[src/rtl/rlse_pkg.sv]
`default_nettype none
// ----------------------------------------------------------------------------
// rlse_pkg: shared types and constants of the LED strip effect engine
// Field widths, register indexes, reset values and the queue entry format.
// ----------------------------------------------------------------------------
package rlse_pkg;

	localparam int unsigned FIRST_W     = 6;
	localparam int unsigned COUNT_W     = 5;
	localparam int unsigned COLOR_W     = 24;
	localparam int unsigned INDEX_W     = 6;
	localparam int unsigned POS_W       = 7;
	localparam int unsigned DOT_W       = 8;
	localparam int unsigned TICK_W      = 3;
	localparam int unsigned LEVEL_W     = 8;
	localparam int unsigned DIV_BITS    = DOT_W + 1;
	localparam int unsigned QUEUE_DEPTH = 2;
	localparam int unsigned CFG_INDEX_W = 2;
	localparam int unsigned CFG_DATA_W  = 6;

	localparam int unsigned DEF_STRIP_LEDS = 64;
	localparam int unsigned DEF_SEGMENTS   = 2;

	localparam logic [COUNT_W-1:0] MAX_SEG_LEDS     = 5'd16;
	localparam logic [TICK_W-1:0]  DOT_ADVANCE_TICK = 3'd4;
	localparam logic [LEVEL_W-1:0] LEVEL_TOP        = 8'hFF;

	typedef enum logic [1:0] {
		MODE_STEADY = 2'd0,
		MODE_DOT    = 2'd1,
		MODE_BREATH = 2'd2,
		MODE_BLINK  = 2'd3
	} mode_t;

	typedef logic [CFG_INDEX_W-1:0] cfg_index_t;

	localparam cfg_index_t REG_SEG0_FIRST = 2'd0;
	localparam cfg_index_t REG_SEG0_COUNT = 2'd1;
	localparam cfg_index_t REG_SEG1_FIRST = 2'd2;
	localparam cfg_index_t REG_SEG1_COUNT = 2'd3;

	localparam logic [FIRST_W-1:0] SEG0_FIRST_RST = 6'd0;
	localparam logic [COUNT_W-1:0] SEG0_COUNT_RST = 5'd8;
	localparam logic [FIRST_W-1:0] SEG1_FIRST_RST = 6'd8;
	localparam logic [COUNT_W-1:0] SEG1_COUNT_RST = 5'd8;

	// One classified effect tick, as it waits between front and back.
	typedef struct packed {
		logic               seg;
		mode_t              mode;
		logic [COLOR_W-1:0] color;
		logic [FIRST_W-1:0] first;
		logic [COUNT_W-1:0] count;
	} entry_t;

endpackage
`default_nettype wire

[src/rtl/rlse_front.sv]
`default_nettype none
// ----------------------------------------------------------------------------
// rlse_front: configuration registers and tick classification
// Takes ticks in, attaches the segment geometry and pushes them to the queue.
// ----------------------------------------------------------------------------
module rlse_front (
	input  wire logic                          clk,
	input  wire logic                          arst_n,
	input  wire logic                          cfg_valid,
	output logic                               cfg_ready,
	input  wire logic [rlse_pkg::CFG_INDEX_W-1:0] cfg_index,
	input  wire logic [rlse_pkg::CFG_DATA_W-1:0]  cfg_data,
	input  wire logic                          item_valid,
	output logic                               item_stall,
	input  wire logic                          segment,
	input  wire logic [1:0]                    mode,
	input  wire logic [rlse_pkg::COLOR_W-1:0]  base_color,
	input  wire logic                          q_full,
	output logic                               push,
	output rlse_pkg::entry_t                   push_entry
);
	import rlse_pkg::*;

	logic [FIRST_W-1:0] seg0_first_q, seg1_first_q, first_sel;
	logic [COUNT_W-1:0] seg0_count_q, seg1_count_q, count_sel;

	assign cfg_ready = 1'b1;

	always_ff @(posedge clk or negedge arst_n) begin
		if (!arst_n) begin
			seg0_first_q <= SEG0_FIRST_RST;
			seg0_count_q <= SEG0_COUNT_RST;
			seg1_first_q <= SEG1_FIRST_RST;
			seg1_count_q <= SEG1_COUNT_RST;
		end else if (cfg_valid && cfg_ready) begin
			case (cfg_index)
				REG_SEG0_FIRST: seg0_first_q <= cfg_data[FIRST_W-1:0];
				REG_SEG0_COUNT: seg0_count_q <= cfg_data[COUNT_W-1:0];
				REG_SEG1_FIRST: seg1_first_q <= cfg_data[FIRST_W-1:0];
				REG_SEG1_COUNT: seg1_count_q <= cfg_data[COUNT_W-1:0];
				default: ;
			endcase
		end
	end

	assign first_sel = segment ? seg1_first_q : seg0_first_q;
	assign count_sel = segment ? seg1_count_q : seg0_count_q;

	// A segment longer than the engine handles is cut down to the maximum.
	always_comb begin
		push_entry.seg   = segment;
		push_entry.mode  = mode_t'(mode);
		push_entry.color = base_color;
		push_entry.first = first_sel;
		push_entry.count = (count_sel > MAX_SEG_LEDS) ? MAX_SEG_LEDS : count_sel;
	end

	assign item_stall = q_full;
	assign push       = item_valid && !q_full;

endmodule
`default_nettype wire

[src/rtl/rlse_queue.sv]
`default_nettype none
// ----------------------------------------------------------------------------
// rlse_queue: short queue between the front and the back
// Holds classified ticks so that either side can stall on its own.
// ----------------------------------------------------------------------------
module rlse_queue (
	input  wire logic             clk,
	input  wire logic             arst_n,
	input  wire logic             push,
	input  rlse_pkg::entry_t      push_entry,
	output logic                  full,
	input  wire logic             pop,
	output rlse_pkg::entry_t      head,
	output logic                  head_valid
);
	import rlse_pkg::*;

	localparam int unsigned PTR_W = (QUEUE_DEPTH > 1) ? $clog2(QUEUE_DEPTH) : 1;
	localparam int unsigned CNT_W = $clog2(QUEUE_DEPTH + 1);
	localparam logic [PTR_W-1:0] PTR_LAST = PTR_W'(QUEUE_DEPTH - 1);
	localparam logic [CNT_W-1:0] CNT_FULL = CNT_W'(QUEUE_DEPTH);

	entry_t            slots [QUEUE_DEPTH];
	logic [PTR_W-1:0]  wr_ptr_q, rd_ptr_q;
	logic [CNT_W-1:0]  cnt_q;

	assign full       = (cnt_q == CNT_FULL);
	assign head_valid = (cnt_q != '0);
	assign head       = slots[rd_ptr_q];

	always_ff @(posedge clk) begin
		if (push) begin
			slots[wr_ptr_q] <= push_entry;
		end
	end

	always_ff @(posedge clk or negedge arst_n) begin
		if (!arst_n) begin
			wr_ptr_q <= '0;
			rd_ptr_q <= '0;
			cnt_q    <= '0;
		end else begin
			if (push) begin
				wr_ptr_q <= (wr_ptr_q == PTR_LAST) ? '0 : wr_ptr_q + PTR_W'(1);
			end
			if (pop) begin
				rd_ptr_q <= (rd_ptr_q == PTR_LAST) ? '0 : rd_ptr_q + PTR_W'(1);
			end
			if (push && !pop) begin
				cnt_q <= cnt_q + CNT_W'(1);
			end else if (pop && !push) begin
				cnt_q <= cnt_q - CNT_W'(1);
			end
		end
	end

`ifndef NO_ASSERTIONS
	a_cnt_bound: assert property (@(posedge clk) disable iff (!arst_n)
		cnt_q <= CNT_FULL)
		else $error("queue occupancy beyond its depth");
	a_no_overflow: assert property (@(posedge clk) disable iff (!arst_n)
		!(push && full))
		else $error("push into a full queue");
	a_no_underflow: assert property (@(posedge clk) disable iff (!arst_n)
		!(pop && !head_valid))
		else $error("pop from an empty queue");
`endif

endmodule
`default_nettype wire

[src/rtl/rlse_back.sv]
`default_nettype none
// ----------------------------------------------------------------------------
// rlse_back: effect state and per-LED result generation
// Applies one tick to its segment's state and emits one result per LED.
// ----------------------------------------------------------------------------
module rlse_back #(
	parameter int unsigned STRIP_LEDS = rlse_pkg::DEF_STRIP_LEDS,
	parameter int unsigned SEGMENTS   = rlse_pkg::DEF_SEGMENTS
) (
	input  wire logic                          clk,
	input  wire logic                          arst_n,
	input  rlse_pkg::entry_t                   head,
	input  wire logic                          head_valid,
	output logic                               pop,
	output logic                               result_valid,
	input  wire logic                          result_stall,
	output logic [rlse_pkg::INDEX_W-1:0]       led_index,
	output logic [rlse_pkg::COLOR_W-1:0]       led_color,
	output logic                               last_led
);
	import rlse_pkg::*;

	localparam int unsigned IDX_W  = $clog2(STRIP_LEDS);
	localparam int unsigned ST_W   = (SEGMENTS > 1) ? $clog2(SEGMENTS) : 1;
	localparam int unsigned DCNT_W = $clog2(DIV_BITS);
	localparam logic [IDX_W-1:0]  IDX_LAST  = IDX_W'(STRIP_LEDS - 1);
	localparam logic [DCNT_W-1:0] DCNT_LAST = DCNT_W'(DIV_BITS - 1);

	// Strip position of each possible first LED, wrapped to the strip length.
	typedef logic [IDX_W-1:0] mod_tab_t [2**FIRST_W];

	function automatic mod_tab_t build_mod_tab();
		mod_tab_t tab;
		for (int i = 0; i < 2**FIRST_W; i++) begin
			tab[i] = IDX_W'(i % STRIP_LEDS);
		end
		return tab;
	endfunction

	localparam mod_tab_t MOD_TAB = build_mod_tab();

	function automatic logic [7:0] dim_byte(input logic [7:0] b, input logic [7:0] lvl);
		return (b == 8'd0) ? 8'd0 : b - lvl;
	endfunction

	typedef enum logic [1:0] {
		B_IDLE,
		B_MOD,
		B_EMIT
	} bstate_t;

	bstate_t              state_q;
	logic                 result_valid_q;

	// Per-segment effect state.
	logic [DOT_W-1:0]     dot_q     [SEGMENTS];
	logic [TICK_W-1:0]    tick_q    [SEGMENTS];
	logic [LEVEL_W-1:0]   level_q   [SEGMENTS];
	logic                 rising_q  [SEGMENTS];
	logic                 blink_q   [SEGMENTS];

	// Job registers of the tick being carried out.
	logic [ST_W-1:0]      st_q;
	logic                 dot_mode_q;
	logic [COLOR_W-1:0]   color_q, shown_q;
	logic [DOT_W-1:0]     dotp_q;
	logic [COUNT_W-1:0]   count_q, k_q;
	logic [IDX_W-1:0]     idx_q;
	logic [POS_W-1:0]     pos_q, span_q, rem_q;
	logic [DIV_BITS-1:0]  div_n_q;
	logic [DCNT_W-1:0]    div_cnt_q;

	logic [INDEX_W-1:0]   led_index_q;
	logic [COLOR_W-1:0]   led_color_q;
	logic                 last_led_q;

	// Decode of the queue head.
	logic [ST_W-1:0]      st_in;
	logic [DOT_W-1:0]     dot_cur, dotp_in;
	logic [POS_W-1:0]     span_in;
	logic [LEVEL_W-1:0]   level_cur;
	logic                 rising_new;
	logic                 blink_new;
	logic                 advance;
	logic                 need_mod;
	logic [COLOR_W-1:0]   shown_in;

	logic                 emit_go;
	logic                 last_k;
	logic [POS_W:0]       trial;
	logic                 trial_ge;
	logic [POS_W-1:0]     rem_next;

	always_comb begin
		st_in     = (SEGMENTS == 1) ? '0 : ST_W'(head.seg);
		dot_cur   = dot_q[st_in];
		dotp_in   = (dot_cur < DOT_W'(head.first)) ? DOT_W'(head.first) : dot_cur;
		span_in   = POS_W'(head.first) + POS_W'(head.count);
		level_cur = level_q[st_in];
		blink_new = ~blink_q[st_in];
		advance   = (tick_q[st_in] == DOT_ADVANCE_TICK);
		need_mod  = (head.mode == MODE_DOT) && advance && (span_in != '0);

		if (level_cur == LEVEL_TOP) begin
			rising_new = 1'b0;
		end else if (level_cur == '0) begin
			rising_new = 1'b1;
		end else begin
			rising_new = rising_q[st_in];
		end

		case (head.mode)
			MODE_BREATH: shown_in = {dim_byte(head.color[23:16], level_cur),
						 dim_byte(head.color[15:8], level_cur),
						 dim_byte(head.color[7:0], level_cur)};
			MODE_BLINK:  shown_in = blink_new ? head.color : '0;
			default:     shown_in = head.color;
		endcase
	end

	// One restoring remainder step per cycle for the running-dot wrap.
	always_comb begin
		trial    = {rem_q, div_n_q[DIV_BITS-1]};
		trial_ge = (trial >= {1'b0, span_q});
		rem_next = trial_ge ? POS_W'(trial - {1'b0, span_q}) : POS_W'(trial);
	end

	assign pop     = (state_q == B_IDLE) && head_valid;
	assign emit_go = (state_q == B_EMIT) && (!result_valid_q || !result_stall);
	assign last_k  = ((k_q + COUNT_W'(1)) == count_q);

	always_ff @(posedge clk or negedge arst_n) begin
		if (!arst_n) begin
			state_q        <= B_IDLE;
			result_valid_q <= 1'b0;
			for (int s = 0; s < SEGMENTS; s++) begin
				dot_q[s]    <= '0;
				tick_q[s]   <= '0;
				level_q[s]  <= '0;
				rising_q[s] <= 1'b0;
				blink_q[s]  <= 1'b0;
			end
		end else begin
			if (emit_go) begin
				result_valid_q <= 1'b1;
			end else if (!result_stall) begin
				result_valid_q <= 1'b0;
			end

			case (state_q)
				B_IDLE: begin
					if (head_valid) begin
						case (head.mode)
							MODE_DOT: begin
								if (advance && (span_in == '0)) begin
									dot_q[st_in] <= '0;
								end else begin
									dot_q[st_in] <= dotp_in;
								end
								tick_q[st_in] <= advance ? '0 : tick_q[st_in] + TICK_W'(1);
							end
							MODE_BREATH: begin
								rising_q[st_in] <= rising_new;
								level_q[st_in]  <= rising_new ? level_cur + LEVEL_W'(1)
											  : level_cur - LEVEL_W'(1);
							end
							MODE_BLINK: begin
								blink_q[st_in] <= blink_new;
							end
							default: ;
						endcase
						if (need_mod) begin
							state_q <= B_MOD;
						end else if (head.count != '0) begin
							state_q <= B_EMIT;
						end
					end
				end
				B_MOD: begin
					if (div_cnt_q == DCNT_LAST) begin
						dot_q[st_q] <= DOT_W'(rem_next);
						state_q     <= (count_q == '0) ? B_IDLE : B_EMIT;
					end
				end
				B_EMIT: begin
					if (emit_go && last_k) begin
						state_q <= B_IDLE;
					end
				end
				default: state_q <= B_IDLE;
			endcase
		end
	end

	always_ff @(posedge clk) begin
		if (pop) begin
			st_q       <= st_in;
			dot_mode_q <= (head.mode == MODE_DOT);
			color_q    <= head.color;
			shown_q    <= shown_in;
			dotp_q     <= dotp_in;
			count_q    <= head.count;
			k_q        <= '0;
			idx_q      <= MOD_TAB[head.first];
			pos_q      <= POS_W'(head.first);
			span_q     <= span_in;
			rem_q      <= '0;
			div_n_q    <= DIV_BITS'(dotp_in) + DIV_BITS'(1);
			div_cnt_q  <= '0;
		end
		if (state_q == B_MOD) begin
			rem_q     <= rem_next;
			div_n_q   <= {div_n_q[DIV_BITS-2:0], 1'b0};
			div_cnt_q <= div_cnt_q + DCNT_W'(1);
		end
		if (emit_go) begin
			led_index_q <= INDEX_W'(idx_q);
			if (dot_mode_q) begin
				led_color_q <= (DOT_W'(pos_q) == dotp_q) ? color_q : '0;
			end else begin
				led_color_q <= shown_q;
			end
			last_led_q <= last_k;
			idx_q      <= (idx_q == IDX_LAST) ? '0 : idx_q + IDX_W'(1);
			pos_q      <= pos_q + POS_W'(1);
			k_q        <= k_q + COUNT_W'(1);
		end
	end

	assign result_valid = result_valid_q;
	assign led_index    = led_index_q;
	assign led_color    = led_color_q;
	assign last_led     = last_led_q;

`ifndef NO_ASSERTIONS
	a_tick_range: assert property (@(posedge clk) disable iff (!arst_n)
		tick_q[0] <= DOT_ADVANCE_TICK)
		else $error("running-dot tick counter out of range");
	a_emit_in_range: assert property (@(posedge clk) disable iff (!arst_n)
		(state_q == B_EMIT) |-> (k_q < count_q))
		else $error("LED counter past the segment length");
	a_last_ends_job: assert property (@(posedge clk) disable iff (!arst_n)
		(emit_go && last_k) |=> (state_q == B_IDLE))
		else $error("emission did not finish after the last LED");
	a_mod_span: assert property (@(posedge clk) disable iff (!arst_n)
		(state_q == B_MOD) |-> (span_q != '0))
		else $error("remainder unit started with a zero span");
`endif

endmodule
`default_nettype wire

[src/rtl/rgb_led_strip_effect_engine_unit.sv]
`default_nettype none
// ----------------------------------------------------------------------------
// rgb_led_strip_effect_engine_unit: two-segment LED strip effect engine
// Turns effect ticks into one GRB colour result per LED of the segment.
// ----------------------------------------------------------------------------
// Path: a tick's first result passes the queue, the back end and its output
//   register; a running-dot advance first passes the remainder unit.
// Throughput: one LED result per cycle while result_stall is low; a tick
//   holds the back end for its LEDs, plus the remainder unit on a dot step.
// Reset: effect state clears to zero and the segment registers take their
//   defaults at once; there is no clearing pass.
// ----------------------------------------------------------------------------
module rgb_led_strip_effect_engine_unit #(
	parameter int unsigned STRIP_LEDS = rlse_pkg::DEF_STRIP_LEDS,
	parameter int unsigned SEGMENTS   = rlse_pkg::DEF_SEGMENTS
) (
	input  wire logic                             clk,
	input  wire logic                             arst_n,
	// configuration write channel
	input  wire logic                             cfg_valid,
	output logic                                  cfg_ready,
	input  wire logic [rlse_pkg::CFG_INDEX_W-1:0] cfg_index,
	input  wire logic [rlse_pkg::CFG_DATA_W-1:0]  cfg_data,
	// effect tick channel
	input  wire logic                             item_valid,
	output logic                                  item_stall,
	input  wire logic                             segment,
	input  wire logic [1:0]                       mode,
	input  wire logic [rlse_pkg::COLOR_W-1:0]     base_color,
	// LED result channel
	output logic                                  result_valid,
	input  wire logic                             result_stall,
	output logic [rlse_pkg::INDEX_W-1:0]          led_index,
	output logic [rlse_pkg::COLOR_W-1:0]          led_color,
	output logic                                  last_led
);
	import rlse_pkg::*;

	// The front end owns the segment registers. Each tick transaction is
	// tagged with its segment's first LED and saturated LED count and then
	// written straight into the queue; the tick channel stalls only while
	// the queue is full.
	entry_t push_entry;
	entry_t head;
	logic   push;
	logic   pop;
	logic   q_full;
	logic   head_valid;

	rlse_front u_front (
		.clk        (clk),
		.arst_n     (arst_n),
		.cfg_valid  (cfg_valid),
		.cfg_ready  (cfg_ready),
		.cfg_index  (cfg_index),
		.cfg_data   (cfg_data),
		.item_valid (item_valid),
		.item_stall (item_stall),
		.segment    (segment),
		.mode       (mode),
		.base_color (base_color),
		.q_full     (q_full),
		.push       (push),
		.push_entry (push_entry)
	);

	// A two-entry queue lets the front keep taking ticks while the back end
	// is still working through the LEDs of an earlier one.
	rlse_queue u_queue (
		.clk        (clk),
		.arst_n     (arst_n),
		.push       (push),
		.push_entry (push_entry),
		.full       (q_full),
		.pop        (pop),
		.head       (head),
		.head_valid (head_valid)
	);

	// The back end applies one tick at a time to its segment's effect state.
	// The running-dot wrap is a remainder by the segment span, worked out
	// one bit per cycle before emission. Results then leave one LED per
	// cycle while result_stall is low, through an output register, so a
	// stalled last result does not block the next tick from being loaded.
	rlse_back #(
		.STRIP_LEDS (STRIP_LEDS),
		.SEGMENTS   (SEGMENTS)
	) u_back (
		.clk          (clk),
		.arst_n       (arst_n),
		.head         (head),
		.head_valid   (head_valid),
		.pop          (pop),
		.result_valid (result_valid),
		.result_stall (result_stall),
		.led_index    (led_index),
		.led_color    (led_color),
		.last_led     (last_led)
	);

endmodule
`default_nettype wire

[config.mk]
export PLATFORM = sky130hd
export DESIGN_NAME = rgb_led_strip_effect_engine_unit
export DESIGN_NICKNAME = d
export VERILOG_FILES = /design/src/rtl/rlse_pkg.sv /design/src/rtl/rlse_front.sv /design/src/rtl/rlse_queue.sv /design/src/rtl/rlse_back.sv /design/src/rtl/rgb_led_strip_effect_engine_unit.sv
export SDC_FILE = /design/constraint.sdc
export NUM_CORES = 1
export LEC_CHECK = 0
export BUFFER_PORTS_ARGS = -buffer_cell sky130_fd_sc_hd__buf_2
export CELL_PAD_IN_SITES_DETAIL_PLACEMENT = 1
export CELL_PAD_IN_SITES_GLOBAL_PLACEMENT = 1
export CORE_UTILIZATION = 50
export DETAILED_ROUTE_END_ITERATION = 16
export PLACE_DENSITY_LB_ADDON = 0.1
export SYNTH_ARGS = -nofsm -noshare
export SYNTH_HDL_FRONTEND = slang
export SYNTH_SLANG_ARGS = --single-unit
[constraint.sdc]
create_clock -name clk -period 12.8 [get_ports clk]
set_input_delay 1.92 -clock clk [delete_from_list [all_inputs] [get_ports clk]]
set_output_delay 1.92 -clock clk [all_outputs]
set_load 0.01 [all_outputs]
# After elaboration in Yosys (flattened, before gate mapping)
# Memories as Yosys holds them, arrays and structs flattened.
# Index checks and enable logic that the tools add are counted.
# totals
mem_bits_rw,76
input_bits,40
n_memories,2
regBits,210
romBits,384
wordCells,211
# classes
add_sub_neg,17
bitwise_logic,6
eq_ne,21
order_cmp,8
muxes,80
reduce_logical,41
# mem_list
memory,depth,width,rd,rd_ports_with_merged_regs,wr,line_no,rtl
(name not given),64,6,1,0,0,rlse_back.sv:204,idx_q <= MOD_TAB[head.first];
u_queue.slots,2,38,1,0,1,rlse_queue.sv:23,entry_t slots [QUEUE_DEPTH];
# ops
op,n
two-way mux 8 bit,13
two-way mux 24 bit,3
two-way mux 16 bit,4
bitwise mux 16 bit,3
case mux 24 bit (2 select lines),1
two-way mux 6 bit,6
two-way mux 7 bit,5
logical NOT 8 bit,4
case mux 16 bit (2 select lines),1
subtractor 8 bit,3
two-way mux 5 bit,4
two-way mux 9 bit,2
bitwise AND 16 bit,1
demux 8 bit (select 1 bit),2
two-way mux 2 bit,8
inverter 16 bit,1
two-way mux 1 bit,15
two-way mux 3 bit,5
"== test 2 bit, second input constant",6
logical AND 1 bit,11
nonzero test 2 bit,5
"adder 8 x 1 -> 9 bit, second input constant",1
AND reduction 3 bit,3
"adder 8 x 1 -> 8 bit, second input constant",1
other kinds (45),65

# Depth between registers and ports, before layout
# Gate-level depths: netlist of run 1.
# An unclocked memory read counts as a cell.
# logic_depth
depth_word,12
depth_mapped,18
ltp_nobuf,15

# Cells and area by module
# From an unflattened synthesis of run 1, not the netlist that was laid out.
# hier_totals
hier_cells,1121
area_unflattened_um2,14169.8
# modules_own_cells
module,instances,cells_each,area_each_um2
rlse_back,1,894,9990.8
rlse_queue,1,134,2977.9
rlse_front,1,93,1201.2

# Least setup slack after synthesis of run 1
# Ideal clock, no wire load.
# synth_timing
kind,reg-to-reg
startpoint,register u_queue.rd_ptr_q
endpoint,register u_back.div_n_q[6] (data pin)
synth_period_minus_slack_ns,4.244
path_buffers,3
t_arrival_ns,3.971
slack_ns,8.556
stages_incl_launch_ff,17
path_cell_list,dfrtp_1 -> buf_6 -> mux2i_4 -> inv_4 -> buf_2 -> mux2i_1 -> inv_1 -> ha_1 -> a2111oi_0 -> a211oi_4 -> nor2_4 -> buf_6 -> mux2i_1 -> ha_1 -> nor4b_4 -> xnor2_1 -> o211ai_2
# synth_between
elab_chain_len,10
# synth_rtl
item,line_no,rtl
start: declaration,rlse_queue.sv:24,"logic [PTR_W-1:0] wr_ptr_q, rd_ptr_q;"
start signal: assignment,rlse_queue.sv:47,rd_ptr_q <= (rd_ptr_q == PTR_LAST) ? '0 : rd_ptr_q + PTR_W'(1);
memory read (2 x 38 bit) *,--,
inverter 1 -> 2 bit (not written as such),rlse_back.sv:96,dot_cur = dot_q[st_in];
two-way mux 8 bit (not written as such) (3 in a row),rlse_back.sv:96,
< comparator 8 x 6 -> 1 bit,rlse_back.sv:97,dotp_in = (dot_cur < DOT_W'(head.first)) ? DOT_W'(head.first) : dot_cur;
two-way mux 8 bit *,rlse_back.sv:97,
named net u_back.dotp_in[0],rlse_back.sv:79,"logic [DOT_W-1:0] dot_cur, dotp_in;"
adder 8 x 1 -> 9 bit *,rlse_back.sv:208,div_n_q <= DIV_BITS'(dotp_in) + DIV_BITS'(1);
two-way mux 9 bit *,rlse_back.sv:196,if (pop) begin
two-way mux 9 bit *,rlse_back.sv:211,if (state_q == B_MOD) begin
end signal: assignment,rlse_back.sv:208,
end signal: assignment,rlse_back.sv:213,"div_n_q <= {div_n_q[DIV_BITS-2:0], 1'b0};"
end: declaration,rlse_back.sv:70,logic [DIV_BITS-1:0] div_n_q;
# The timed path passes the listed nets; every way through them passes the cells marked *. The select of a mux whose other input is x is not followed.
# A chain may end at the register's enable or synchronous reset.

# Worst setup path after layout of run 1
# layout_timing
startpoint,register u_queue.rd_ptr_q
endpoint,register u_back.div_n_q[4] (data pin)
# Same word-level chain as after synthesis.

==> impl_metrics.prom, run 1 <==
# TYPE chip_impl_metric gauge
chip_impl_metric{name="final_layout_size_suffix_gt1_frac",unit=""} 0.176
chip_impl_metric{name="num-fill-cells",unit=""} 2766
chip_impl_metric{name="multi_input_comb_area",unit="µm²"} 5200
chip_impl_info{name="mostFrequentLayoutCell",value="sky130_fd_sc_hd__edfxtp_1"} 1
chip_impl_metric{name="final_hold_viol_count",unit=""} 0
chip_impl_metric{name="global_route.usage.total",unit=""} 0.237
chip_impl_info{name="final_cell_mix",value="sky130_fd_sc_hd__edfxtp_1, sky130_fd_sc_hd__inv_1, sky130_fd_sc_hd__nand2_1, sky130_fd_sc_hd__buf_2, sky130_fd_sc_hd__dfrtp_1"} 1
chip_impl_metric{name="number_of_nets_at_the_end_of_the_flow",unit=""} 1287
chip_impl_metric{name="finClkSkew",unit="ns"} 0.0278
chip_impl_metric{name="die_h",unit="µm"} 169
chip_impl_metric{name="n_antenna_cell",unit=""} 0
chip_impl_metric{name="cts_setup_buffers",unit=""} 0
chip_impl_info{name="min_from",value="u_back.blink_q[0]"} 1
chip_impl_metric{name="drtAntennaViolNets",unit=""} 0
chip_impl_metric{name="slew_headroom",unit=""} 0.260
chip_impl_metric{name="timing.final.max_slew_violations",unit=""} 0
chip_impl_metric{name="drtIter0Drc",unit=""} 539
chip_impl_metric{name="ys.warnings.count",unit=""} 0
chip_impl_metric{name="grt_overflow_total",unit=""} 0
chip_impl_metric{name="ioPinCount",unit=""} 74
chip_impl_metric{name="post_synth_instance_area",unit="µm²"} 13900
chip_impl_metric{name="timing.max_cap.violations",unit=""} 0
chip_impl_info{name="cts_root_buffer",value="sky130_fd_sc_hd__clkbuf_16"} 1
chip_impl_metric{name="num_cts_buffers",unit=""} 31
chip_impl_metric{name="max-clock-path-buffers",unit=""} 3
chip_impl_metric{name="die_w",unit="µm"} 169
chip_impl_metric{name="gp_routability_congestion",unit=""} 0.878
chip_impl_metric{name="synth.yosys.seq_area_share",unit=""} 0.591
chip_impl_metric{name="number_of_global_route_vias_before_repair",unit=""} 9398
chip_impl_info{name="synth_flop_cell",value="sky130_fd_sc_hd__edfxtp_1"} 1
chip_impl_metric{name="clk_latency",unit="ns"} 0.58
chip_impl_info{name="status",value="finished clean"} 1
chip_impl_metric{name="htree_num_levels",unit=""} 1
chip_impl_metric{name="setup_viol_count_final",unit=""} 0
chip_impl_metric{name="timing.hold.ws",unit="ns"} 0.479
chip_impl_metric{name="final_period_demand_of_the_worst_path",unit="ns"} 5.86
chip_impl_metric{name="placement_rows",unit=""} 60
chip_impl_metric{name="setup_tns",unit="ns"} 0
chip_impl_info{name="critPathKind",value="reg2reg"} 1
chip_impl_metric{name="final.period_utilization",unit=""} 0.458
chip_impl_metric{name="syn_nets",unit=""} 1203
chip_impl_metric{name="grt_start_max_net_pins",unit=""} 82
chip_impl_metric{name="holdBufCountCts",unit=""} 0
chip_impl_metric{name="total_leakage_power",unit="nW"} 6.38
chip_impl_metric{name="vias",unit=""} 8868
chip_impl_metric{name="synth_cell_type_count",unit=""} 72
chip_impl_metric{name="placeableCoreArea",unit="µm²"} 27100
chip_impl_info{name="crit_path_start_kind",value="flop"} 1
chip_impl_metric{name="wl_cell",unit="µm"} 20.7
chip_impl_info{name="setup.worst_path.start",value="u_queue.rd_ptr_q"} 1
chip_impl_metric{name="wirelength",unit="µm"} 32800
chip_impl_info{name="grt_setup_unrepaired",value="false"} 1
chip_impl_metric{name="detail_route.vias_per_cell",unit=""} 5.59
chip_impl_metric{name="path_max_fanout",unit=""} 45
chip_impl_metric{name="clock_sinks",unit=""} 286
chip_impl_metric{name="worstPathRequired",unit="ns"} 13.09
chip_impl_metric{name="vdd_drop_max",unit="mV"} 0.161
chip_impl_metric{name="maxClockFrequency",unit="GHz"} 0.171
chip_impl_info{name="timing.rr.start",value="u_queue.rd_ptr_q"} 1
chip_impl_metric{name="pwr_density",unit="nW/µm²"} 274
chip_impl_info{name="tritoncts",value="built"} 1
chip_impl_metric{name="number_of_enable_flip_flop_cells_after_synthesis",unit=""} 214
chip_impl_metric{name="floorplan.initialDensity",unit=""} 0.513
chip_impl_metric{name="ys_async_sr_fraction",unit=""} 0.248
chip_impl_metric{name="syn_to_final_growth",unit="%"} 13.4
chip_impl_metric{name="post_cts_resize_count",unit=""} 0
chip_impl_metric{name="syn_area_per_cell",unit="µm²"} 12.6
chip_impl_metric{name="arrival",unit="ns"} 6.15
chip_impl_metric{name="synthCells",unit=""} 1104
chip_impl_info{name="hold_path_class",value="reg2reg"} 1
chip_impl_metric{name="port_buffers",unit=""} 72
chip_impl_metric{name="path_clk_slew",unit="ns"} 0.06
chip_impl_metric{name="tightest_pin_transition",unit="ns"} 1.11
chip_impl_metric{name="drt-pass1-iter-count",unit=""} 5
chip_impl_metric{name="final-seq-area",unit="µm²"} 8230
chip_impl_metric{name="antenna_found_initial",unit=""} 0
chip_impl_metric{name="global_route_wire_length_before_repair",unit="µm"} 51800
chip_impl_info{name="cp-end-kind",value="flop"} 1
chip_impl_metric{name="dp_hpwl",unit="µm"} 22600
chip_impl_metric{name="die_area",unit="µm²"} 28500
chip_impl_metric{name="synth_seq_cells",unit=""} 286
chip_impl_metric{name="drcViolationCount",unit=""} 0
[metal layers]
layer / global-route usage / up-vias / share of wire
li1: - / 4185 / -
met1: 0.335 / 4448 / 0.47
met2: 0.391 / 181 / 0.47
met4: 0.0577 / 0 / 0.023
met5: 0 / - / 0
met3: 0.0269 / 54 / 0.040
[through the flow]
stage	power [mW]	worst slack [ns]	std cells	utilization	cell area, µm²
3_5_place_dp	3.36	6.97	1527	0.541	14700
6_report	4.32	6.94	1585	0.582	15800
5_1_grt	4.58	6.54	1585	0.582	15800
4_1_cts	4.35	6.93	1585	0.582	15800
3_3_place_gp	3.28	7.18	1527	0.541	14700
2_1_floorplan	2.85	8.56	1104	-	13900
[power breakdown]
| part | switching [mW] | internal [mW] |
|---|---|---|
| clock | 0.377 | 0.584 |
| sequential | 0.142 | 1.39 |
| combinational | 1.13 | 0.697 |
| total | 1.65 | 2.67 |
[flip-flops by register name (all words and copies together) (netlist names), 4 cells and up]
name	flops
u_back.tick_q	6
u_back.idx_q	6
u_back.led_color	24
u_front.seg0_count_q	5
u_back.rem_q	7
u_back.count_q	5
u_back.div_cnt_q	4
u_front.seg0_first_q	6
u_queue.slots	76
u_front.seg1_first_q	6
u_back.dot_q	16
u_back.span_q	7
u_back.shown_q	24
u_back.color_q	24
u_back.dotp_q	8
u_front.seg1_count_q	5
u_back.pos_q	7
u_back.k_q	5
u_back.div_n_q	9
u_back.level_q	16
u_back.led_index	6
[path summary, 6_finish.rpt]
path	end	slack, ns	cells past startpoint
max	u_back.div_n_q[4]	6.94	15
min	u_back.blink_q[0]	0.48	1
max reg2reg	u_back.div_n_q[4]	6.94	15
min reg2reg	u_back.blink_q[0]	0.48	1
max in group asynchronous	u_queue.rd_ptr_q	10.57	2
min in group asynchronous	u_front.seg0_first_q[5]	1.56	2
[area by class of cell]
cell class | instances | share of cell area
inverter | 97 | 0.0232
clock buffer | 39 | 0.0530
multi-input combinational | 693 | 0.329
tap | 372 | 0.0295
timing repair buffer | 79 | 0.0262
clock inverter | 19 | 0.0171
sequential | 286 | 0.522
[cells by family after synthesis]
family / synth area share
DFF: 0.591
adders and majority gates: 0.0563
xor gates and xnor gates: 0.0441
buffers and inverters: 0.0364
and+or+nand+nor: 0.0912
AOI/OAI and AO/OA: 0.0934
muxes: 0.0870
other: 0.000270
[worst max-delay path: stages (launching register included)]
cell and delay (ns):
sky130_fd_sc_hd__dfrtp_2 0.34, sky130_fd_sc_hd__buf_4 0.55, sky130_fd_sc_hd__mux2i_4 0.77, sky130_fd_sc_hd__inv_4 0.29, sky130_fd_sc_hd__mux2i_1 0.48, sky130_fd_sc_hd__inv_1 0.12
sky130_fd_sc_hd__ha_1 0.26, sky130_fd_sc_hd__a2111oi_0 0.74, sky130_fd_sc_hd__a211oi_4 0.11, sky130_fd_sc_hd__nor2_4 0.42, sky130_fd_sc_hd__mux2i_1 0.49, sky130_fd_sc_hd__ha_1 0.37
sky130_fd_sc_hd__o2111a_1 0.22, sky130_fd_sc_hd__a41oi_1 0.06, sky130_fd_sc_hd__xor2_1 0.18, sky130_fd_sc_hd__o21ai_0 0.10
[synth_stat cells (21+ instances only)]
cell                       count  area share
sky130_fd_sc_hd__o22ai_1      24       0.011
sky130_fd_sc_hd__mux2i_1      51       0.037
sky130_fd_sc_hd__ha_1         53       0.048
sky130_fd_sc_hd__inv_1        96       0.026
sky130_fd_sc_hd__mux2_2       52       0.042
sky130_fd_sc_hd__edfxtp_1    214        0.46
sky130_fd_sc_hd__dfrtp_1      68        0.12
sky130_fd_sc_hd__nand2_1      85       0.023
sky130_fd_sc_hd__xor2_1       26       0.016
sky130_fd_sc_hd__xnor2_1      44       0.028
sky130_fd_sc_hd__nand3_1      21      0.0076
sky130_fd_sc_hd__nor2_1       65       0.018
sky130_fd_sc_hd__a21oi_1      35       0.013
sky130_fd_sc_hd__o21ai_0      49       0.018
Power figures use the tool's default switching activity.
==> inputs of run 2 (changes only) <==
==> constraint.sdc (replaced) <==
create_clock -name clk -period 6.1 [get_ports clk]
set_input_delay 0.915 -clock clk [delete_from_list [all_inputs] [get_ports clk]]
set_output_delay 0.915 -clock clk [all_outputs]
set_load 0.01 [all_outputs]
==> run 2 against run 1 <==
Critical path depth decreased by 1. Worst hold slack gained 0.020 ns. First-iteration DRC count down 11%. Utilization decreased by 0.074 points. Sequential power increased by 110%. Total power is 110% higher. Combinational power is 110% higher. Routed wire length is 1.9% lower. Via count up 0.20%. Worst setup slack worse by 5.8 ns. Clock skew shrank 0.015 ns. Clock power is 100% higher. Highest routed layer unchanged.
==> impl_metrics.prom, run 2 (synthesized netlist as in run 1, its figures left out) <==
# TYPE chip_impl_metric gauge
chip_impl_info{name="status",value="finished clean"} 1
chip_impl_metric{name="global_route_wire_length_before_repair",unit="µm"} 51200
chip_impl_info{name="tritoncts",value="built"} 1
chip_impl_metric{name="n_antenna_cell",unit=""} 0
chip_impl_metric{name="clk_latency",unit="ns"} 0.55
chip_impl_metric{name="tightest_pin_transition",unit="ns"} 1.13
chip_impl_metric{name="floorplan.initialDensity",unit=""} 0.513
chip_impl_metric{name="worst_hold_stages",unit=""} 1
chip_impl_metric{name="antenna_found_initial",unit=""} 0
chip_impl_metric{name="dp_hpwl",unit="µm"} 22200
chip_impl_metric{name="drt-pass1-iter-count",unit=""} 5
chip_impl_metric{name="syn_to_final_growth",unit="%"} 13.3
chip_impl_metric{name="port_buffers",unit=""} 72
chip_impl_info{name="cts_root_buffer",value="sky130_fd_sc_hd__clkbuf_16"} 1
chip_impl_metric{name="worstPathRequired",unit="ns"} 6.38
chip_impl_metric{name="number_of_flip_flops_under_the_largest_register_name",unit=""} 76
chip_impl_metric{name="die_w",unit="µm"} 169
chip_impl_metric{name="setup_viol_count_final",unit=""} 0
chip_impl_metric{name="placeableCoreArea",unit="µm²"} 27100
chip_impl_metric{name="path_max_fanout",unit=""} 25
chip_impl_info{name="mostFrequentLayoutCell",value="sky130_fd_sc_hd__edfxtp_1"} 1
chip_impl_metric{name="finClkSkew",unit="ns"} 0.0126
chip_impl_metric{name="final.period_utilization",unit=""} 0.809
chip_impl_metric{name="clock_sinks",unit=""} 286
chip_impl_metric{name="die_area",unit="µm²"} 28500
chip_impl_metric{name="drtIter0Drc",unit=""} 478
chip_impl_info{name="grt_setup_unrepaired",value="false"} 1
chip_impl_metric{name="wirelength",unit="µm"} 32200
chip_impl_metric{name="holdBufCountCts",unit=""} 0
chip_impl_metric{name="placement_rows",unit=""} 60
chip_impl_metric{name="num_cts_buffers",unit=""} 31
chip_impl_info{name="cp-end-kind",value="flop"} 1
chip_impl_metric{name="total_leakage_power",unit="nW"} 6.39
chip_impl_metric{name="timing.max_cap.violations",unit=""} 0
chip_impl_metric{name="global_route.usage.total",unit=""} 0.233
chip_impl_metric{name="reg2reg_slack",unit="ns"} 1.16
chip_impl_metric{name="maxClockFrequency",unit="GHz"} 0.203
chip_impl_metric{name="drtAntennaViolNets",unit=""} 0
chip_impl_metric{name="post_cts_resize_count",unit=""} 0
chip_impl_metric{name="detail_route.vias_per_cell",unit=""} 5.61
chip_impl_metric{name="ioPinCount",unit=""} 74
chip_impl_metric{name="final_layout_size_suffix_gt1_frac",unit=""} 0.181
chip_impl_metric{name="pwr_density",unit="nW/µm²"} 572
chip_impl_info{name="top_register",value="u_queue.slots"} 1
chip_impl_metric{name="dpl.cell_count",unit=""} 1528
chip_impl_metric{name="grt_start_max_net_pins",unit=""} 81
chip_impl_metric{name="number_of_global_route_vias_before_repair",unit=""} 9160
chip_impl_metric{name="cts_setup_buffers",unit=""} 0
chip_impl_metric{name="post-route-worst-setup-slack",unit="ns"} 1.16
chip_impl_info{name="min_from",value="u_back.tick_q[3]"} 1
chip_impl_metric{name="grt_overflow_total",unit=""} 0
chip_impl_metric{name="path_clk_slew",unit="ns"} 0.06
chip_impl_info{name="final_cell_mix",value="sky130_fd_sc_hd__edfxtp_1, sky130_fd_sc_hd__inv_1, sky130_fd_sc_hd__nand2_1, sky130_fd_sc_hd__buf_2, sky130_fd_sc_hd__dfrtp_1"} 1
chip_impl_info{name="critPathKind",value="reg2reg"} 1
chip_impl_metric{name="final_hold_viol_count",unit=""} 0
chip_impl_info{name="crit_path_start_kind",value="flop"} 1
chip_impl_metric{name="slew_headroom",unit=""} 0.245
chip_impl_metric{name="arrival",unit="ns"} 5.21
chip_impl_metric{name="number_of_nets_at_the_end_of_the_flow",unit=""} 1288
chip_impl_metric{name="max-clock-path-buffers",unit=""} 3
chip_impl_metric{name="timing.final.max_slew_violations",unit=""} 0
chip_impl_info{name="worst_hold_path.endpoint",value="u_back.tick_q[3]"} 1
chip_impl_metric{name="drcViolationCount",unit=""} 0
chip_impl_info{name="r2r-end",value="u_back.div_n_q[4]"} 1
chip_impl_metric{name="num-fill-cells",unit=""} 2742
chip_impl_metric{name="vias",unit=""} 8886
chip_impl_metric{name="wl_cell",unit="µm"} 20.3
chip_impl_metric{name="htree_num_levels",unit=""} 1
chip_impl_metric{name="gp_routability_congestion",unit=""} 0.884
chip_impl_metric{name="dp_worst_setup_slack",unit="ns"} 1.25
chip_impl_metric{name="worst-r2r-cell-count",unit=""} 14
chip_impl_metric{name="non_filler_instances",unit=""} 1585
chip_impl_info{name="timing.rr.start",value="u_queue.rd_ptr_q"} 1
chip_impl_metric{name="die_h",unit="µm"} 169
chip_impl_metric{name="vdd_drop_max",unit="mV"} 0.271
chip_impl_info{name="hold_path_class",value="reg2reg"} 1
chip_impl_metric{name="setup_tns",unit="ns"} 0
chip_impl_metric{name="final_period_demand_of_the_worst_path",unit="ns"} 4.94
run 2: changes by cell type in the layout (fill, tap and decap cells not counted), sizes merged:
cell      delta
clkbuf       -4
inv          -1
buf          +1
clkinv       +6
clkinvlp     -1
bufinv       -1
run 2: worst max-delay path, cell delays in order, from the launching register on:
cell	delay, ns
sky130_fd_sc_hd__dfrtp_2	0.43
sky130_fd_sc_hd__mux2i_4	0.20
sky130_fd_sc_hd__inv_4	0.28
sky130_fd_sc_hd__mux2i_1	0.40
sky130_fd_sc_hd__inv_1	0.18
sky130_fd_sc_hd__ha_1	0.37
sky130_fd_sc_hd__a2111oi_0	0.78
sky130_fd_sc_hd__a211oi_4	0.12
sky130_fd_sc_hd__nor2_4	0.43
sky130_fd_sc_hd__mux2i_1	0.53
sky130_fd_sc_hd__ha_1	0.37
sky130_fd_sc_hd__o2111a_1	0.23
sky130_fd_sc_hd__a41oi_1	0.05
sky130_fd_sc_hd__xor2_1	0.19
sky130_fd_sc_hd__o21ai_0	0.09
run 2: per-stage QoR:
stage / utilization / power (mW) / instance area [µm²] / hold WS, ns
2_1_floorplan: - / 5.98 / 13900 / 0.445
3_3_place_gp: 0.541 / 6.91 / 14700 / 0.460
3_5_place_dp: 0.541 / 7.05 / 14700 / 0.479
4_1_cts: 0.581 / 9.05 / 15800 / 0.490
5_1_grt: 0.581 / 9.56 / 15800 / 0.511
6_report: 0.581 / 9.01 / 15800 / 0.499
run 2: final cells by class:
cell class	count	area [µm²]	area share
clock inverters	22	251	0.0160
repair buffers	80	420	0.0267
multi-input cells	693	5190	0.330
inverters	97	367	0.0233
flip-flops and latches	286	8230	0.522
well taps	372	465	0.0295
clock buffers	35	831	0.0527
run 2: how the worst max path moves through the flow:
stage | slack [ns] | from | to | depth (start not counted)
floorplan | 1.86 | u_queue.rd_ptr_q | u_back.div_n_q[6] | 16
global placement | 1.38 | u_queue.rd_ptr_q | u_back.div_n_q[4] | 14
detailed placement | 1.25 | u_queue.rd_ptr_q | u_back.div_n_q[4] | 14
CTS | 1.20 | u_queue.rd_ptr_q | u_back.div_n_q[4] | 14
global route | 0.95 | u_queue.rd_ptr_q | u_back.div_n_q[4] | 14
finish | 1.16 | u_queue.rd_ptr_q | u_back.div_n_q[4] | 14
run 2: power breakdown:
group          leakage, nW  internal [mW]  switching, mW  total (mW)
clock                0.529           1.19          0.770        1.96
combinational         2.95           1.47           2.35        3.82
sequential            2.92           2.92          0.316        3.23
run 2: per-layer routing:
metal / track usage / share of wire / up-vias
met3: 0.0264 / 0.042 / 41
met4: 0.0510 / 0.018 / 0
met5: 0 / 0 / -
li1: - / - / 4184
met1: 0.354 / 0.49 / 4468
met2: 0.362 / 0.45 / 193
==> inputs of run 3 (changes only) <==
==> constraint.sdc (replaced) <==
create_clock -name clk -period 4.9 [get_ports clk]
set_input_delay 0.735 -clock clk [delete_from_list [all_inputs] [get_ports clk]]
set_output_delay 0.735 -clock clk [all_outputs]
set_load 0.01 [all_outputs]
==> run 3 against run 2 <==
Die area stayed put. Critical path depth is the same. Largest cell class unchanged. Utilization hardly changed.
==> impl_metrics.prom, run 3 (synthesized netlist as in run 1, its figures left out) <==
# TYPE chip_impl_metric gauge
chip_impl_metric{name="final_hold_viol_count",unit=""} 0
chip_impl_metric{name="reg2reg_slack",unit="ns"} 0.49
chip_impl_metric{name="wl_cell",unit="µm"} 21.0
chip_impl_info{name="critPathKind",value="reg2reg"} 1
chip_impl_metric{name="cts_setup_buffers",unit=""} 0
chip_impl_metric{name="vdd_drop_max",unit="mV"} 0.440
chip_impl_metric{name="antenna_found_initial",unit=""} 0
chip_impl_metric{name="placement_rows",unit=""} 60
chip_impl_metric{name="worstPathRequired",unit="ns"} 5.19
chip_impl_metric{name="drtIter0Drc",unit=""} 549
chip_impl_metric{name="dpl_cell_area",unit="µm²"} 14700
chip_impl_metric{name="final.period_utilization",unit=""} 0.901
chip_impl_metric{name="number_of_nets_at_the_end_of_the_flow",unit=""} 1296
chip_impl_info{name="hold_path_class",value="in2async"} 1
chip_impl_metric{name="slew_headroom",unit=""} 0.279
chip_impl_metric{name="htree_num_levels",unit=""} 1
chip_impl_metric{name="clock_sinks",unit=""} 286
chip_impl_metric{name="pwr_density",unit="nW/µm²"} 711
chip_impl_metric{name="grt_overflow_total",unit=""} 0
chip_impl_metric{name="dp_hpwl",unit="µm"} 23400
chip_impl_metric{name="global_route_wire_length_before_repair",unit="µm"} 53700
chip_impl_metric{name="post-route-worst-setup-slack",unit="ns"} 0.485
chip_impl_metric{name="wirelength",unit="µm"} 33500
chip_impl_metric{name="drcViolationCount",unit=""} 0
chip_impl_info{name="cts_root_buffer",value="sky130_fd_sc_hd__clkbuf_16"} 1
chip_impl_metric{name="finClkSkew",unit="ns"} 0.0148
chip_impl_info{name="cp-end-kind",value="flop"} 1
chip_impl_metric{name="detail_route.vias_per_cell",unit=""} 5.62
chip_impl_info{name="crit_path_start_kind",value="flop"} 1
chip_impl_metric{name="setup_viol_count_final",unit=""} 0
chip_impl_metric{name="tightest_pin_transition",unit="ns"} 1.08
chip_impl_metric{name="floorplan.initialDensity",unit=""} 0.513
chip_impl_metric{name="ioPinCount",unit=""} 74
chip_impl_metric{name="clk_latency",unit="ns"} 0.57
chip_impl_metric{name="port_buffers",unit=""} 72
chip_impl_metric{name="total_leakage_power",unit="nW"} 6.40
chip_impl_info{name="status",value="finished clean"} 1
chip_impl_metric{name="number_of_flip_flops_under_the_largest_register_name",unit=""} 76
chip_impl_metric{name="dp_worst_setup_slack",unit="ns"} 0.360
chip_impl_metric{name="timing.final.max_slew_violations",unit=""} 0
chip_impl_metric{name="vias",unit=""} 8946
chip_impl_metric{name="final_layout_size_suffix_gt1_frac",unit=""} 0.183
chip_impl_metric{name="die_area",unit="µm²"} 28500
chip_impl_metric{name="arrival",unit="ns"} 4.71
chip_impl_metric{name="placeableCoreArea",unit="µm²"} 27100
chip_impl_info{name="top_register",value="u_queue.slots"} 1
chip_impl_metric{name="fin_area",unit="µm²"} 15700
chip_impl_metric{name="die_h",unit="µm"} 169
chip_impl_metric{name="die_w",unit="µm"} 169
chip_impl_info{name="final_cell_mix",value="sky130_fd_sc_hd__edfxtp_1, sky130_fd_sc_hd__inv_1, sky130_fd_sc_hd__nand2_1, sky130_fd_sc_hd__buf_2, sky130_fd_sc_hd__dfrtp_1"} 1
chip_impl_metric{name="setup_tns",unit="ns"} 0
chip_impl_metric{name="final_period_demand_of_the_worst_path",unit="ns"} 4.41
chip_impl_metric{name="global_route.usage.total",unit=""} 0.245
chip_impl_metric{name="dpl.cell_count",unit=""} 1536
chip_impl_metric{name="number_of_global_route_vias_before_repair",unit=""} 9405
chip_impl_metric{name="total_power",unit="mW"} 11.2
chip_impl_metric{name="path_max_fanout",unit=""} 12
chip_impl_info{name="grt_setup_unrepaired",value="false"} 1
chip_impl_metric{name="drtAntennaViolNets",unit=""} 0
chip_impl_metric{name="n_antenna_cell",unit=""} 0
chip_impl_info{name="tritoncts",value="built"} 1
chip_impl_info{name="mostFrequentLayoutCell",value="sky130_fd_sc_hd__edfxtp_1"} 1
chip_impl_metric{name="gp_routability_congestion",unit=""} 0.878
chip_impl_metric{name="max-clock-path-buffers",unit=""} 3
chip_impl_metric{name="maxClockFrequency",unit="GHz"} 0.227
chip_impl_metric{name="path_clk_slew",unit="ns"} 0.06
chip_impl_metric{name="non_filler_instances",unit=""} 1593
chip_impl_metric{name="drt-pass1-iter-count",unit=""} 4
chip_impl_metric{name="num_cts_buffers",unit=""} 31
chip_impl_metric{name="syn_to_final_growth",unit="%"} 13.2
chip_impl_metric{name="timing.max_cap.violations",unit=""} 0
chip_impl_metric{name="grt_start_max_net_pins",unit=""} 59
run 3: cell type report:
type                       instances  area, µm²
fill                            2722      11400
sequential                       286       8230
multi-input combinational        693       5200
clock buffer                      38        843
timing repair buffer              88        480
tap                              372        465
inverter                          97        367
clock inverter                    19        160
run 3: critical path, cell delays in order, from the launching register on:
cell                        delay, ns
sky130_fd_sc_hd__dfrtp_2         0.57
sky130_fd_sc_hd__mux2i_4         0.32
sky130_fd_sc_hd__inv_4           0.08
sky130_fd_sc_hd__mux2i_1         0.25
sky130_fd_sc_hd__inv_1           0.15
sky130_fd_sc_hd__ha_1            0.36
sky130_fd_sc_hd__a2111oi_1       0.68
sky130_fd_sc_hd__a211oi_4        0.13
sky130_fd_sc_hd__nor2_4          0.16
sky130_fd_sc_hd__buf_4           0.24
sky130_fd_sc_hd__mux2i_1         0.30
sky130_fd_sc_hd__ha_1            0.37
sky130_fd_sc_hd__nor4b_4         0.26
sky130_fd_sc_hd__xnor2_1         0.16
sky130_fd_sc_hd__o211ai_2        0.10
run 3: per-layer routing:
layer / up-vias / global-route usage / wire [µm]
met5: - / 0 / 0
met4: 0 / 0.0549 / 560
met3: 41 / 0.0281 / 1280
met2: 181 / 0.395 / 15600
met1: 4521 / 0.359 / 16100
li1: 4203 / - / -
run 3: per-stage QoR:
stage,hold slack (ns),util
2_1_floorplan,0.439,-
3_3_place_gp,0.462,0.544
3_5_place_dp,0.467,0.544
4_1_cts,0.173,0.581
5_1_grt,0.184,0.581
6_report,0.168,0.581
run 3: path summary, 6_finish.rpt:
path                                   start              endpoint  depth (start not counted)
setup / recovery            u_queue.rd_ptr_q     u_back.div_n_q[6]                         14
min in group clk              base_color[21]  u_queue.slots[1][32]                          1
hold / removal                        arst_n     u_back.blink_q[0]                          1
hold reg to reg            u_back.blink_q[0]     u_back.blink_q[0]                          1
max in group asynchronous             arst_n      u_queue.rd_ptr_q                          2
setup reg to reg            u_queue.rd_ptr_q     u_back.div_n_q[6]                         14
run 3: timing repair:
item | 4_1_cts | 5_1_grt
hold buffers | 0 | 0
gates resized for setup | 0 | 1
setup endpoints to repair | 0 | 1
run 3: report_power, final:
part | internal [mW] | switching, mW
clock network | 1.33 | 0.975
logic | 1.87 | 3.00
registers | 3.63 | 0.401
